`src/iutc_pkg.sv`:
```
// ----------------------------------------------------------------------------
// iutc_pkg: shared types and constants of the timestamp to epoch unit
// Widths, character codes, field positions and calendar constants that the
// controller, the datapath and the top level use.
// ----------------------------------------------------------------------------
package iutc_pkg;

    // Port and field widths
    localparam int CHAR_W  = 8;
    localparam int EPOCH_W = 48;
    localparam int YEAR_W  = 14;
    localparam int FLD_W   = 7;
    localparam int MILLI_W = 10;
    localparam int IDX_W   = 5;
    localparam int CNT_W   = 2;

    // Internal arithmetic widths
    localparam int DOFF_W  = 9;
    localparam int CYC_W   = 6;
    localparam int YIN_W   = 9;
    localparam int CENT_W  = 3;
    localparam int PART_W  = 18;
    localparam int ERA_W   = 23;
    localparam int DAYS_W  = 22;
    localparam int TOD_W   = 17;
    localparam int SECS_W  = 38;

    // Number of cycles the epoch arithmetic needs after the final character
    localparam int CALC_STEPS = 6;
    localparam int STEP_W     = $clog2(CALC_STEPS);

    // Character positions in the text
    localparam logic [IDX_W-1:0] POS_YEAR_END = 5'd4;
    localparam logic [IDX_W-1:0] POS_DASH1    = 5'd4;
    localparam logic [IDX_W-1:0] POS_MONTH_END = 5'd7;
    localparam logic [IDX_W-1:0] POS_DASH2    = 5'd7;
    localparam logic [IDX_W-1:0] POS_DAY_END  = 5'd10;
    localparam logic [IDX_W-1:0] POS_TSEP     = 5'd10;
    localparam logic [IDX_W-1:0] POS_HOUR_END = 5'd13;
    localparam logic [IDX_W-1:0] POS_COLON1   = 5'd13;
    localparam logic [IDX_W-1:0] POS_MIN_END  = 5'd16;
    localparam logic [IDX_W-1:0] POS_COLON2   = 5'd16;
    localparam logic [IDX_W-1:0] POS_TAIL     = 5'd19;
    localparam logic [IDX_W-1:0] POS_SAT      = 5'd20;

    // ASCII codes
    localparam logic [CHAR_W-1:0] CH_ZERO  = 8'h30;
    localparam logic [CHAR_W-1:0] CH_NINE  = 8'h39;
    localparam logic [CHAR_W-1:0] CH_DASH  = 8'h2D;
    localparam logic [CHAR_W-1:0] CH_COLON = 8'h3A;
    localparam logic [CHAR_W-1:0] CH_DOT   = 8'h2E;
    localparam logic [CHAR_W-1:0] CH_T     = 8'h54;
    localparam logic [CHAR_W-1:0] CH_Z     = 8'h5A;

    // Range limits
    localparam logic [YEAR_W-1:0] YEAR_MIN   = 14'd1970;
    localparam logic [FLD_W-1:0]  MONTH_MAX  = 7'd12;
    localparam logic [FLD_W-1:0]  DAY_MAX    = 7'd31;
    localparam logic [FLD_W-1:0]  HOUR_MAX   = 7'd23;
    localparam logic [FLD_W-1:0]  MINUTE_MAX = 7'd59;
    localparam logic [FLD_W-1:0]  SECOND_MAX = 7'd60;
    localparam logic [CNT_W-1:0]  FRAC_DIGITS = 2'd3;

    // Calendar constants; division by 400 and 100 by reciprocal multiply
    localparam logic [12:0] DIV400_MUL   = 13'd5243;
    localparam int          DIV400_SH    = 21;
    localparam logic [8:0]  YEARS_PER_ERA = 9'd400;
    localparam logic [5:0]  DIV100_MUL   = 6'd41;
    localparam int          DIV100_SH    = 12;
    localparam logic [8:0]  DAYS_PER_YEAR = 9'd365;
    localparam logic [17:0] DAYS_PER_ERA = 18'd146097;
    localparam logic [19:0] EPOCH_SHIFT  = 20'd719468;
    localparam logic [16:0] SEC_PER_DAY  = 17'd86400;
    localparam logic [11:0] SEC_PER_HOUR = 12'd3600;
    localparam logic [5:0]  SEC_PER_MIN  = 6'd60;
    localparam logic [9:0]  MS_PER_SEC   = 10'd1000;

    // Commands from the controller to the datapath
    typedef struct packed {
        logic take;       // a character transaction is accepted
        logic take_last;  // the accepted character ends the text
        logic load_out;   // load the result into the output register
    } iutc_cmd_t;

    // Days from March 1 to the first day of the month, year starting in March.
    function automatic logic [DOFF_W-1:0] month_offset(input logic [FLD_W-1:0] mo);
        logic [DOFF_W-1:0] off;
        unique case (mo)
            7'd3:    off = 9'd0;
            7'd4:    off = 9'd31;
            7'd5:    off = 9'd61;
            7'd6:    off = 9'd92;
            7'd7:    off = 9'd122;
            7'd8:    off = 9'd153;
            7'd9:    off = 9'd184;
            7'd10:   off = 9'd214;
            7'd11:   off = 9'd245;
            7'd12:   off = 9'd275;
            7'd1:    off = 9'd306;
            7'd2:    off = 9'd337;
            default: off = 9'd0;
        endcase
        return off;
    endfunction

endpackage

```
`src/iutc_ctrl.sv`:
```
// ----------------------------------------------------------------------------
// iutc_ctrl: controller of the timestamp to epoch unit
// Accepts characters while parsing, runs the fixed-length epoch calculation
// after the final character and hands the result to the output register.
// ----------------------------------------------------------------------------
module iutc_ctrl (
    input  logic               aclk,
    input  logic               aresetn,
    input  logic               s_tvalid,
    input  logic               s_tlast,
    output logic               s_tready,
    input  logic               m_tready,
    output logic               m_tvalid,
    output iutc_pkg::iutc_cmd_t cmd
);

    typedef enum logic [1:0] {
        S_RUN,
        S_CALC,
        S_DONE
    } state_t;

    state_t                        state_reg;
    logic [iutc_pkg::STEP_W-1:0]   step_reg;
    logic                          ready_reg;
    logic                          mvalid_reg;
    logic                          take;
    logic                          out_free;
    logic                          load_out;

    assign take     = s_tvalid && ready_reg;
    assign out_free = !mvalid_reg || m_tready;
    assign load_out = (state_reg == S_DONE) && out_free;

    // Commands to the datapath
    always_comb begin
        cmd.take      = take;
        cmd.take_last = take && s_tlast;
        cmd.load_out  = load_out;
    end

    assign s_tready = ready_reg;
    assign m_tvalid = mvalid_reg;

    // State, step counter and handshake flags
    always_ff @(posedge aclk) begin
        if (!aresetn) begin
            state_reg  <= S_RUN;
            step_reg   <= '0;
            ready_reg  <= 1'b1;
            mvalid_reg <= 1'b0;
        end else begin
            // A taken result clears the flag unless a new one is loaded now.
            if (mvalid_reg && m_tready && !load_out) begin
                mvalid_reg <= 1'b0;
            end
            unique case (state_reg)
                S_RUN: begin
                    if (take && s_tlast) begin
                        state_reg <= S_CALC;
                        step_reg  <= '0;
                        ready_reg <= 1'b0;
                    end
                end
                S_CALC: begin
                    step_reg <= step_reg + iutc_pkg::STEP_W'(1);
                    if (step_reg == iutc_pkg::STEP_W'(iutc_pkg::CALC_STEPS - 1)) begin
                        state_reg <= S_DONE;
                    end
                end
                S_DONE: begin
                    if (out_free) begin
                        mvalid_reg <= 1'b1;
                        ready_reg  <= 1'b1;
                        state_reg  <= S_RUN;
                    end
                end
                default: begin
                    state_reg <= S_RUN;
                end
            endcase
        end
    end

endmodule

```
`src/iutc_dp.sv`:
```
// ----------------------------------------------------------------------------
// iutc_dp: datapath of the timestamp to epoch unit
// Character parser with digit accumulators, a snapshot of the fields at the
// final character, the staged days-from-civil arithmetic and the output
// register.
// ----------------------------------------------------------------------------
module iutc_dp (
    input  logic                              aclk,
    input  logic                              aresetn,
    input  iutc_pkg::iutc_cmd_t               cmd,
    input  logic [iutc_pkg::CHAR_W-1:0]       s_char,
    output logic                              valid_res,
    output logic [iutc_pkg::EPOCH_W-1:0]      epoch_ms
);

    // Accumulate one decimal digit, truncated to the field width.
    function automatic logic [iutc_pkg::YEAR_W-1:0] push_year(
        input logic [iutc_pkg::YEAR_W-1:0] acc, input logic [3:0] d);
        logic [iutc_pkg::YEAR_W+3:0] s;
        s = (iutc_pkg::YEAR_W+4)'({acc, 3'b000}) + (iutc_pkg::YEAR_W+4)'({acc, 1'b0})
            + (iutc_pkg::YEAR_W+4)'(d);
        return s[iutc_pkg::YEAR_W-1:0];
    endfunction

    function automatic logic [iutc_pkg::FLD_W-1:0] push_fld(
        input logic [iutc_pkg::FLD_W-1:0] acc, input logic [3:0] d);
        logic [iutc_pkg::FLD_W+3:0] s;
        s = (iutc_pkg::FLD_W+4)'({acc, 3'b000}) + (iutc_pkg::FLD_W+4)'({acc, 1'b0})
            + (iutc_pkg::FLD_W+4)'(d);
        return s[iutc_pkg::FLD_W-1:0];
    endfunction

    function automatic logic [iutc_pkg::MILLI_W-1:0] push_milli(
        input logic [iutc_pkg::MILLI_W-1:0] acc, input logic [3:0] d);
        logic [iutc_pkg::MILLI_W+3:0] s;
        s = (iutc_pkg::MILLI_W+4)'({acc, 3'b000}) + (iutc_pkg::MILLI_W+4)'({acc, 1'b0})
            + (iutc_pkg::MILLI_W+4)'(d);
        return s[iutc_pkg::MILLI_W-1:0];
    endfunction

    // Parser state
    logic [iutc_pkg::IDX_W-1:0]   idx_reg, idx_next;
    logic                         frac_mode_reg, frac_mode_next;
    logic                         seen_z_reg, seen_z_next;
    logic [iutc_pkg::YEAR_W-1:0]  year_reg, year_next;
    logic [iutc_pkg::FLD_W-1:0]   month_reg, month_next;
    logic [iutc_pkg::FLD_W-1:0]   day_reg, day_next;
    logic [iutc_pkg::FLD_W-1:0]   hour_reg, hour_next;
    logic [iutc_pkg::FLD_W-1:0]   minute_reg, minute_next;
    logic [iutc_pkg::FLD_W-1:0]   second_reg, second_next;
    logic [iutc_pkg::MILLI_W-1:0] milli_reg, milli_next;
    logic [iutc_pkg::CNT_W-1:0]   fcnt_reg, fcnt_next;
    logic                         ferr_reg, ferr_next;

    // Snapshot of the fields at the final character
    logic                         snap_seen_reg;
    logic                         snap_err_reg;
    logic [iutc_pkg::YEAR_W-1:0]  snap_year_reg;
    logic [iutc_pkg::FLD_W-1:0]   snap_month_reg;
    logic [iutc_pkg::FLD_W-1:0]   snap_day_reg;
    logic [iutc_pkg::FLD_W-1:0]   snap_hour_reg;
    logic [iutc_pkg::FLD_W-1:0]   snap_minute_reg;
    logic [iutc_pkg::FLD_W-1:0]   snap_second_reg;
    logic [iutc_pkg::MILLI_W-1:0] snap_milli_reg;
    logic [iutc_pkg::CNT_W-1:0]   snap_fcnt_reg;

    // Arithmetic stages
    logic                         ok_reg;
    logic [iutc_pkg::YEAR_W-1:0]  y_reg;
    logic [iutc_pkg::DOFF_W-1:0]  doff_reg;
    logic [iutc_pkg::MILLI_W-1:0] frac_reg;
    logic [iutc_pkg::TOD_W-1:0]   tod_reg;
    logic [iutc_pkg::CYC_W-1:0]   cyc_reg;
    logic [iutc_pkg::YIN_W-1:0]   yin_reg;
    logic [iutc_pkg::CENT_W-1:0]  cent_reg;
    logic [iutc_pkg::PART_W-1:0]  part_reg;
    logic [iutc_pkg::ERA_W-1:0]   era_reg;
    logic [iutc_pkg::DAYS_W-1:0]  days_reg;
    logic [iutc_pkg::SECS_W-1:0]  secs_reg;

    // Output register
    logic                         valid_out_reg;
    logic [iutc_pkg::EPOCH_W-1:0] epoch_out_reg;

    logic                         is_dig;
    logic [3:0]                   dig;
    logic                         ok_c;
    logic [iutc_pkg::MILLI_W-1:0] frac_c;
    logic [iutc_pkg::YEAR_W+12:0] div400_prod;
    logic [iutc_pkg::YEAR_W-1:0]  yin_full;
    logic [14:0]                  div100_prod;
    logic [iutc_pkg::DAYS_W+1:0]  days_full;
    logic [iutc_pkg::EPOCH_W-1:0] ms_c;

    // Next parser state for one character
    always_comb begin
        is_dig = (s_char >= iutc_pkg::CH_ZERO) && (s_char <= iutc_pkg::CH_NINE);
        dig    = is_dig ? 4'(s_char - iutc_pkg::CH_ZERO) : 4'd0;

        frac_mode_next = frac_mode_reg;
        seen_z_next    = seen_z_reg;
        year_next      = year_reg;
        month_next     = month_reg;
        day_next       = day_reg;
        hour_next      = hour_reg;
        minute_next    = minute_reg;
        second_next    = second_reg;
        milli_next     = milli_reg;
        fcnt_next      = fcnt_reg;
        ferr_next      = ferr_reg;

        if (seen_z_reg) begin
            ferr_next = 1'b1;
        end else if (idx_reg < iutc_pkg::POS_TAIL) begin
            priority if (idx_reg == iutc_pkg::POS_DASH1 || idx_reg == iutc_pkg::POS_DASH2) begin
                if (s_char != iutc_pkg::CH_DASH) ferr_next = 1'b1;
            end else if (idx_reg == iutc_pkg::POS_TSEP) begin
                if (s_char != iutc_pkg::CH_T) ferr_next = 1'b1;
            end else if (idx_reg == iutc_pkg::POS_COLON1
                         || idx_reg == iutc_pkg::POS_COLON2) begin
                if (s_char != iutc_pkg::CH_COLON) ferr_next = 1'b1;
            end else if (!is_dig) begin
                ferr_next = 1'b1;
            end else if (idx_reg < iutc_pkg::POS_YEAR_END) begin
                year_next = push_year(year_reg, dig);
            end else if (idx_reg < iutc_pkg::POS_MONTH_END) begin
                month_next = push_fld(month_reg, dig);
            end else if (idx_reg < iutc_pkg::POS_DAY_END) begin
                day_next = push_fld(day_reg, dig);
            end else if (idx_reg < iutc_pkg::POS_HOUR_END) begin
                hour_next = push_fld(hour_reg, dig);
            end else if (idx_reg < iutc_pkg::POS_MIN_END) begin
                minute_next = push_fld(minute_reg, dig);
            end else begin
                second_next = push_fld(second_reg, dig);
            end
        end else if (idx_reg == iutc_pkg::POS_TAIL) begin
            priority if (s_char == iutc_pkg::CH_DOT) begin
                frac_mode_next = 1'b1;
            end else if (s_char == iutc_pkg::CH_Z) begin
                seen_z_next = 1'b1;
            end else begin
                ferr_next = 1'b1;
            end
        end else if (!frac_mode_reg) begin
            ferr_next = 1'b1;
        end else if (is_dig) begin
            // Digits past the third are accepted and dropped.
            if (fcnt_reg < iutc_pkg::FRAC_DIGITS) begin
                milli_next = push_milli(milli_reg, dig);
                fcnt_next  = fcnt_reg + iutc_pkg::CNT_W'(1);
            end
        end else if (s_char == iutc_pkg::CH_Z) begin
            if (fcnt_reg == '0) ferr_next = 1'b1;
            seen_z_next = 1'b1;
        end else begin
            ferr_next = 1'b1;
        end

        idx_next = (idx_reg < iutc_pkg::POS_SAT) ? idx_reg + iutc_pkg::IDX_W'(1) : idx_reg;
    end

    // Parser registers; all return to their reset values after the final character.
    always_ff @(posedge aclk) begin
        if (!aresetn || (cmd.take && cmd.take_last)) begin
            idx_reg       <= '0;
            frac_mode_reg <= 1'b0;
            seen_z_reg    <= 1'b0;
            year_reg      <= '0;
            month_reg     <= '0;
            day_reg       <= '0;
            hour_reg      <= '0;
            minute_reg    <= '0;
            second_reg    <= '0;
            milli_reg     <= '0;
            fcnt_reg      <= '0;
            ferr_reg      <= 1'b0;
        end else if (cmd.take) begin
            idx_reg       <= idx_next;
            frac_mode_reg <= frac_mode_next;
            seen_z_reg    <= seen_z_next;
            year_reg      <= year_next;
            month_reg     <= month_next;
            day_reg       <= day_next;
            hour_reg      <= hour_next;
            minute_reg    <= minute_next;
            second_reg    <= second_next;
            milli_reg     <= milli_next;
            fcnt_reg      <= fcnt_next;
            ferr_reg      <= ferr_next;
        end
    end

    // Field snapshot taken with the final character
    always_ff @(posedge aclk) begin
        if (cmd.take_last) begin
            snap_seen_reg   <= seen_z_next;
            snap_err_reg    <= ferr_next;
            snap_year_reg   <= year_next;
            snap_month_reg  <= month_next;
            snap_day_reg    <= day_next;
            snap_hour_reg   <= hour_next;
            snap_minute_reg <= minute_next;
            snap_second_reg <= second_next;
            snap_milli_reg  <= milli_next;
            snap_fcnt_reg   <= fcnt_next;
        end
    end

    // Range check and fraction padding
    always_comb begin
        ok_c = !snap_err_reg && snap_seen_reg
               && (snap_year_reg >= iutc_pkg::YEAR_MIN)
               && (snap_month_reg != '0) && (snap_month_reg <= iutc_pkg::MONTH_MAX)
               && (snap_day_reg != '0) && (snap_day_reg <= iutc_pkg::DAY_MAX)
               && (snap_hour_reg <= iutc_pkg::HOUR_MAX)
               && (snap_minute_reg <= iutc_pkg::MINUTE_MAX)
               && (snap_second_reg <= iutc_pkg::SECOND_MAX);
        unique case (snap_fcnt_reg)
            2'd0:    frac_c = '0;
            2'd1:    frac_c = iutc_pkg::MILLI_W'(snap_milli_reg * 10'd100);
            2'd2:    frac_c = iutc_pkg::MILLI_W'(snap_milli_reg * 10'd10);
            default: frac_c = snap_milli_reg;
        endcase
    end

    // Stage 1: shifted year, day of the shifted year, time of day
    always_ff @(posedge aclk) begin
        ok_reg   <= ok_c;
        frac_reg <= frac_c;
        y_reg    <= snap_year_reg
                    - iutc_pkg::YEAR_W'(snap_month_reg <= 7'd2);
        doff_reg <= iutc_pkg::month_offset(snap_month_reg)
                    + iutc_pkg::DOFF_W'(snap_day_reg) - iutc_pkg::DOFF_W'(1);
        tod_reg  <= iutc_pkg::TOD_W'(snap_hour_reg) * iutc_pkg::TOD_W'(iutc_pkg::SEC_PER_HOUR)
                    + iutc_pkg::TOD_W'(snap_minute_reg) * iutc_pkg::TOD_W'(iutc_pkg::SEC_PER_MIN)
                    + iutc_pkg::TOD_W'(snap_second_reg);
    end

    // Stage 2: era number, year divided by 400
    assign div400_prod = (iutc_pkg::YEAR_W+13)'(y_reg)
                         * (iutc_pkg::YEAR_W+13)'(iutc_pkg::DIV400_MUL);
    always_ff @(posedge aclk) begin
        cyc_reg <= iutc_pkg::CYC_W'(div400_prod >> iutc_pkg::DIV400_SH);
    end

    // Stage 3: year of era
    assign yin_full = y_reg - iutc_pkg::YEAR_W'(cyc_reg) * iutc_pkg::YEAR_W'(iutc_pkg::YEARS_PER_ERA);
    always_ff @(posedge aclk) begin
        yin_reg <= yin_full[iutc_pkg::YIN_W-1:0];
    end

    // Stage 4: century count, day of era without centuries, days of whole eras
    assign div100_prod = 15'(yin_reg) * 15'(iutc_pkg::DIV100_MUL);
    always_ff @(posedge aclk) begin
        cent_reg <= iutc_pkg::CENT_W'(div100_prod >> iutc_pkg::DIV100_SH);
        part_reg <= iutc_pkg::PART_W'(yin_reg) * iutc_pkg::PART_W'(iutc_pkg::DAYS_PER_YEAR)
                    + iutc_pkg::PART_W'(yin_reg >> 2)
                    + iutc_pkg::PART_W'(doff_reg);
        era_reg  <= iutc_pkg::ERA_W'(cyc_reg) * iutc_pkg::ERA_W'(iutc_pkg::DAYS_PER_ERA);
    end

    // Stage 5: days since the epoch
    assign days_full = (iutc_pkg::DAYS_W+2)'(era_reg) + (iutc_pkg::DAYS_W+2)'(part_reg)
                       - (iutc_pkg::DAYS_W+2)'(cent_reg)
                       - (iutc_pkg::DAYS_W+2)'(iutc_pkg::EPOCH_SHIFT);
    always_ff @(posedge aclk) begin
        days_reg <= days_full[iutc_pkg::DAYS_W-1:0];
    end

    // Stage 6: seconds since the epoch
    always_ff @(posedge aclk) begin
        secs_reg <= iutc_pkg::SECS_W'(days_reg) * iutc_pkg::SECS_W'(iutc_pkg::SEC_PER_DAY)
                    + iutc_pkg::SECS_W'(tod_reg);
    end

    // Milliseconds, forced to zero for an invalid text
    assign ms_c = iutc_pkg::EPOCH_W'(secs_reg) * iutc_pkg::EPOCH_W'(iutc_pkg::MS_PER_SEC)
                  + iutc_pkg::EPOCH_W'(frac_reg);

    always_ff @(posedge aclk) begin
        if (cmd.load_out) begin
            valid_out_reg <= ok_reg;
            epoch_out_reg <= ok_reg ? ms_c : '0;
        end
    end

    assign valid_res = valid_out_reg;
    assign epoch_ms  = epoch_out_reg;

endmodule

```
`src/iso_utc_timestamp_to_epoch_ms_unit.sv`:
```
// ----------------------------------------------------------------------------
// iso_utc_timestamp_to_epoch_ms_unit: ISO-8601 UTC timestamp to epoch time
// Parses a YYYY-MM-DDTHH:MM:SS[.fff]Z text one character per transaction and
// returns the Unix epoch time in milliseconds with a valid flag.
// ----------------------------------------------------------------------------
// Usage:
// The slave channel carries one ASCII character per transaction in s_tdata;
// s_tlast marks the final character of a text. Each text produces exactly one
// transaction on the master channel: m_tuser is 1 for a well-formed, in-range
// timestamp and m_tdata holds the milliseconds since 1970-01-01T00:00:00Z,
// or zero when m_tuser is 0.
// Throughput: one character per cycle within a text. After the final
// character is accepted, s_tready stays low while the six-step
// days-from-civil and seconds arithmetic runs and the result is loaded;
// the next text's characters are not taken before that.
// m_tvalid rises when the result is loaded into the output register,
// after the field snapshot and the arithmetic steps.
// A stalled receiver holds the result in the output register; the parser
// keeps accepting the next text's characters, including its final one, but
// after that s_tready stays low until the previous result has been taken.
// Reset clears the parser and the output valid flag; the block is ready for
// a new text in the first cycle after reset.
// ----------------------------------------------------------------------------
module iso_utc_timestamp_to_epoch_ms_unit (
    input  logic        aclk,
    input  logic        aresetn,
    input  logic        s_tvalid,
    output logic        s_tready,
    input  logic [7:0]  s_tdata,   // [7:0] char_code
    input  logic        s_tlast,   // is_last
    output logic        m_tvalid,
    input  logic        m_tready,
    output logic [47:0] m_tdata,   // [47:0] epoch_ms
    output logic        m_tuser    // [0] valid_res
);

    iutc_pkg::iutc_cmd_t cmd;

    iutc_ctrl u_ctrl (
        .aclk     (aclk),
        .aresetn  (aresetn),
        .s_tvalid (s_tvalid),
        .s_tlast  (s_tlast),
        .s_tready (s_tready),
        .m_tready (m_tready),
        .m_tvalid (m_tvalid),
        .cmd      (cmd)
    );

    iutc_dp u_dp (
        .aclk      (aclk),
        .aresetn   (aresetn),
        .cmd       (cmd),
        .s_char    (s_tdata),
        .valid_res (m_tuser),
        .epoch_ms  (m_tdata)
    );

    // The final character starts the calculation and closes the input.
    a_last_closes_input: assert property (@(posedge aclk) disable iff (!aresetn)
        (s_tvalid && s_tready && s_tlast) |=> !s_tready)
        else $error("input still open after the final character");

    // An invalid text always reports a zero time.
    a_invalid_is_zero: assert property (@(posedge aclk) disable iff (!aresetn)
        (m_tvalid && !m_tuser) |-> (m_tdata == '0))
        else $error("nonzero time on an invalid result");

    // A new result only appears after the input was closed for the calculation.
    a_result_after_calc: assert property (@(posedge aclk) disable iff (!aresetn)
        $rose(m_tvalid) |-> !$past(s_tready))
        else $error("result loaded while the input was open");

endmodule
```
`config.mk`:
```
export PLATFORM = sky130hd
export DESIGN_NAME = iso_utc_timestamp_to_epoch_ms_unit
export DESIGN_NICKNAME = d
export VERILOG_FILES = /design/src/iutc_pkg.sv /design/src/iutc_ctrl.sv /design/src/iutc_dp.sv /design/src/iso_utc_timestamp_to_epoch_ms_unit.sv
export SDC_FILE = /design/constraint.sdc
export NUM_CORES = 2
export LEC_CHECK = 0
export BUFFER_PORTS_ARGS = -buffer_cell sky130_fd_sc_hd__buf_2
export CAP_MARGIN = 20
export CORE_MARGIN = 5
export CORE_UTILIZATION = 55
export CTS_BUF_LIST = sky130_fd_sc_hd__clkbuf_4 sky130_fd_sc_hd__clkbuf_8
export CTS_CLUSTER_SIZE = 8
export DETAILED_ROUTE_END_ITERATION = 8
export GPL_TIMING_DRIVEN = 0
export PLACE_DENSITY_LB_ADDON = 0.12
export SLEW_MARGIN = 40
export SYNTH_ARGS = -nofsm -noshare
export SYNTH_HDL_FRONTEND = slang
export SYNTH_HIERARCHICAL = 1
export SYNTH_SLANG_ARGS = --single-unit
```
`constraint.sdc`:
```
create_clock -name aclk -period 6.9 [get_ports aclk]
set_clock_uncertainty 0.15 [all_clocks]
set_input_delay 1.035 -clock aclk [delete_from_list [all_inputs] [get_ports aclk]]
set_output_delay 1.035 -clock aclk [all_outputs]
set_load 0.02 [all_outputs]
```
Word level (Yosys, flattened, before mapping)
Memories as Yosys holds them, arrays and structs flattened. A register that Yosys moved wholly into a read port is not among the register bits. Cells that the tools add are included.

Register bits: 357. Memory bits (read-only): 144. Input port bits: 13. Memories: 1. Word-level logic and storage cells: 265.

Mux-type cells: 107. Bitwise gates (word level): 2. $mul: 11. Reduce and logical (&&, ||, !) cells: 37. Equal/unequal tests: 19. Magnitude comparators: 17. Add/sub/neg operators: 31.

Memories: (no name shown) (words 16, bits a word 9, rd ports 1, clocked after memory_dff 1, write ports 0, line iutc_pkg.sv:88) `unique case (mo)`.

Operator list (number): $mux W7 (49); $mux W14 (7); $mux W10 (6); $add A48 B10 Y48 (1); $mul A38 B7 Y45 const B (1); $add A38 B17 Y38 (1); $add A7 B4 Y7 (5); $add A7 B7 Y7 (5); $mul A22 B10 Y31 const B (1); $pmux W10 S3 (1); $mux W1 (28); $mul A14 B13 Y27 const B (1); $add A22 B18 Y22 (1); $mul A6 B18 Y22 const B (1); $sub A22 B20 Y22 const B (1); $sub A22 B3 Y22 (1); $add A18 B7 Y18 (1); $add A18 B9 Y18 (1); $mul A9 B9 Y18 const B (1); $mux W2 (9); $add A17 B13 Y17 (1); $add A17 B7 Y17 (1); $logic_and A1 B1 Y1 (16); $ne A8 B6 Y1 const B (2); 55 further kinds (82).

Depth between registers and ports, before layout
Word-level depth: 15. Gate-level depth with buffers: 25. Depth with buffers taken out: 25.

Hierarchy
Netlist, hierarchy kept.

Modules (own cells, without submodules): iutc_dp (cells an instance 3877, area an instance 37956.4 µm², times used 1, sequential area each 8308.0 µm²); iutc_ctrl (cells an instance 39, area an instance 349.1 µm², times used 1, sequential area each 140.1 µm²).

Least setup slack after synthesis
Ideal clock, no wire load.

Path kind: register to register. Start point: register u_dp/secs_reg[1] in the netlist's numbering. End point: register u_dp.epoch_out_reg (netlist bit u_dp/epoch_ms[46]) (data pin). Setup time: 0.263 ns. Clock period less this slack: 5.817 ns. Setup slack: 1.083 ns. Buffers on the path: 0. Stages on the path, launching flop included: 19. Data arrival time: 5.403 ns. Cell sequence: dfxtp_1 inv_1 fa_1 fa_1 fa_1 fa_1 inv_1 ha_1 o21a_1 o21a_1 a21oi_1 xor2_1 a2111oi_4 nand3_4 and4bb_1 nand4b_2 nand4b_4 nor4_2 o21ai_1.

Word-level cells in the longest chain between the ends: 2.

Ends and longest elaborated chain: start: declaration (line iutc_dp.sv:79) `logic [iutc_pkg::SECS_W-1:0] secs_reg;`; start signal: assignment (line iutc_dp.sv:273) `secs_reg <= iutc_pkg::SECS_W'(days_reg) * iutc_pkg::SECS_W'(iutc_pkg::SEC_PER_DAY)`; $mul A38 B7 Y45 (line iutc_dp.sv:278) `assign ms_c = iutc_pkg::EPOCH_W'(secs_reg) * iutc_pkg::EPOCH_W'(iutc_pkg::MS_PER_SEC)`; $add A48 B10 Y48 (line iutc_dp.sv:279) `+ iutc_pkg::EPOCH_W'(frac_reg);`; end signal: assignment (line iutc_dp.sv:284) `epoch_out_reg <= ok_reg ? ms_c : '0;`; end: declaration (line iutc_dp.sv:83) `logic [iutc_pkg::EPOCH_W-1:0] epoch_out_reg;`.

No other way between the ends. A chain may end at the register's enable or synchronous reset.

Final worst setup path
Start point: register u_dp/secs_reg[10] in the netlist's numbering. End point: register u_dp.epoch_out_reg (netlist bit u_dp/epoch_ms[47]) (data pin).

The elaborated chain is that of the path after synthesis.

==> reports/metrics.yaml <==
finish:
  final_common_cell: "inv_1"
  final_nets: 5086
  stdcell_count: 5042
  largest_reg_flops: 48
  final_cell_mix: "inv_1 (806), ha_1 (662), fa_1 (356), dfxtp_1 (254), xnor2_1 (208)"
  drive_above_1_share_pct: 7.81
  area_growth_syn_to_layout_pct: 8.11
  fill_cells: 6028
logic_synthesis:
  yosysTopAreaCell: "ha_1"
  synthArstFlopShare_pct: 0
  synth.area.top_cells: "ha_1 (22%), fa_1 (19%), dfxtp_1 (13%)"
  synthXorXnorAreaFrac_pct: 6.35
  synth.mux.area_fraction_pct: 3.21
  ys_seq_area_share_pct: 22.1
  avgSynthCellArea_um2: 9.78
  netlist_area_um2: 38300
  synth_compound_area_share_pct: 10.2
  yosysWarnings: 6
  netlist_instances: 3916
  synth_seq_cells: 366
  synthSimpleGateAreaFrac_pct: 9.35
  synth-edff-count: 112
  synth.top_cell.area_share_pct: 21.6
  syn_nets: 4947
  synth_fa_ha_area_share_pct: 40.2
  synth.distinct_cells: 103
  synth_flop_cell: "dfxtp_1"
  synth_top_family_by_area: "adder cells"
outcome:
  status: "finished clean"
sta:
  slew_viol_final: 0
  fin_setup_tns_ns: 0
  finalCritPeriodShare_pct: 95.4
  worstMarginPinSlew_ns: 0.885
  finalHoldViolations: 0
  rsz0062_at_grt: "false"
  slew_headroom_pct: 41.0
  fin_crit_ns: 6.59
  max_freq_ghz: 0.152
  setup_violations: 0
hold_path:
  hold_path_class: "reg2reg"
clock_network:
  clk_pin_slew_ns: 0.05
  cts_max_level: 3
  clock_latency_ns: 0.67
  clock-sinks: 366
  cts_tree: "done"
  clockBufferDepth: 3
  cts-hold-fix-buffers: 0
  clock-root-buffer: "clkbuf_8"
  cts_buffers: 70
place:
  placed_cells: 4911
  numPortBuffers: 63
  hpwl_um: 59100
  gp_congestion: 0.853
detailed_routing:
  vias_per_cell: 5.11
  drt_wl_total_um: 71900
  wl_per_cell_um: 14.3
  ant_nets: 0
  vias: 25800
  drc: 0
  drt_first_pass_iters: 5
  dr.first_iter.drc_count: 1049
worst_setup_path:
  cpPeakStageDelay_ns: 0.57
  crit_top_cell: "fa_1"
  endpoint_kind: "flip-flop"
  path_max_fanout: 10
  crit_type: "reg2reg"
  cp_cell_sequence: "inv_1 -> fa_1 -> fa_1 -> fa_1 -> fa_1 -> inv_1 -> ha_1 -> buf_4 -> a21oi_1 -> o21ai_0 -> a31oi_1 -> a21boi_0 -> o21a_1 -> nor4_2 -> nand4_1 -> nor4_4 -> nand4_1 -> and4bb_1 -> xnor2_1 -> and2_1"
  cp_data_required_time_ns: 7.15
  arrival_ns: 6.83
  slowest_stage: "fa_1"
  start_kind: "flip-flop"
die:
  rows: 96
  ios: 64
  dieArea_um2: 75000
  die_h_um: 274
  start_util_pct: 55.7
  core_region_area_um2: 68800
  die_x_um: 274
global_route:
  grt_pass1_vias: 26300
  grt_usage_pct: 19.8
  grt_max_degree: 50
  grt_pass1_wl_um: 124000
  antenna_found_initial: 1
  grt_overflow_total: 0
flow_run:
  drv_cap: 0
worst max-delay path, delay by kind of cell, from the launching register on:
| family | cells | cell delay [ns] |
|---|---|---|
| DFF | 1 | 0.33 |
| xor gates and xnor gates | 1 | 0.06 |
| buffers and inverters | 3 | 0.43 |
| adders and majority gates | 5 | 2.30 |
| AOI/OAI and AO/OA | 5 | 1.18 |
| and+or+nand+nor | 6 | 1.91 |
path summary, 6_finish.rpt:
| path | from | endpoint | slack (ns) | cells after the start |
|---|---|---|---|---|
| worst max-delay path | u_dp/secs_reg[10]$_DFF_P_ | u_dp/epoch_ms[47]$_SDFFCE_PN0P_ | 0.31 | 20 |
| worst max register to register | u_dp/secs_reg[10]$_DFF_P_ | u_dp/epoch_ms[47]$_SDFFCE_PN0P_ | 0.31 | 20 |
| worst min register to register | u_dp/tod_reg[6]$_DFF_P_ | u_dp/secs_reg[6]$_DFF_P_ | 0.17 | 0 |
| worst min-delay path | u_dp/tod_reg[6]$_DFF_P_ | u_dp/secs_reg[6]$_DFF_P_ | 0.17 | 0 |
what timing repair did:
| action | CTS | global route |
|---|---|---|
| gates resized for setup | 0 | 5 |
| setup endpoints to repair | 0 | 6 |
| setup buffers | 0 | 3 |
cells in the mapped netlist, drive strengths merged (9+ instances only):
cell / n
inv: 807
nand4: 30
buf: 22
nand3: 58
o21a: 29
mux2: 51
o21ai: 115
a21boi: 20
a31oi: 21
a211oi: 17
nor3b: 10
a21o: 80
and3: 28
fa: 356
edfxtp: 112
a21oi: 180
mux2i: 65
nor2b: 24
or3: 9
xnor2: 208
o21bai: 32
xor2: 67
nand2: 136
dfxtp: 254
nor4: 15
clkbuf: 41
nand2b: 29
ha: 662
and2: 48
nor2: 192
o211ai: 16
nor3: 49
cell type report:
| cell class | count | area, µm² | share of cell area, % |
|---|---|---|---|
| well taps | 931 | 1160 | 2.81 |
| clock buffers | 99 | 1240 | 2.99 |
| plain buffers | 63 | 272 | 0.656 |
| flip-flops and latches | 366 | 8450 | 20.4 |
| repair buffers | 67 | 370 | 0.894 |
| diodes | 1 | 2.50 | 0.00604 |
| inverters | 807 | 3030 | 7.32 |
| clock inverters | 28 | 282 | 0.680 |
| multi-input cells | 2680 | 26600 | 64.2 |
stage by stage:
stage                     hold slack [ns]  util [%]  worst slack [ns]  instance area, µm²
final                               0.175      60.2             0.315               41400
after global routing                0.189      60.2            0.0239               41400
after CTS                           0.178      60.1            0.0812               41300
after detailed placement            0.164      57.9            0.0797               39800
after global placement              0.161      57.8             0.113               39800
after floorplan                     0.160         -              1.08               38300
cells by family after synthesis:
kind of cell	after synthesis
flops	366
fa+ha+maj	1018
simple gates	680
buf+inv	870
xor+xnor	276
compound gates	590
mux	116
routing by layer:
layer | routed length (µm) | GRT usage (%) | up-vias | part of all wire [%]
met5 | 0 | 0 | - | 0
met4 | 1610 | 5.04 | 0 | 2.2
met3 | 2360 | 3.12 | 95 | 3.3
met2 | 35400 | 35.2 | 289 | 49
met1 | 32600 | 25.2 | 12100 | 45
li1 | - | - | 13300 | -
Power is left out: the tool's default activity adds up to more than one toggle a clock period on the data nets, which glitch-free logic cannot reach.
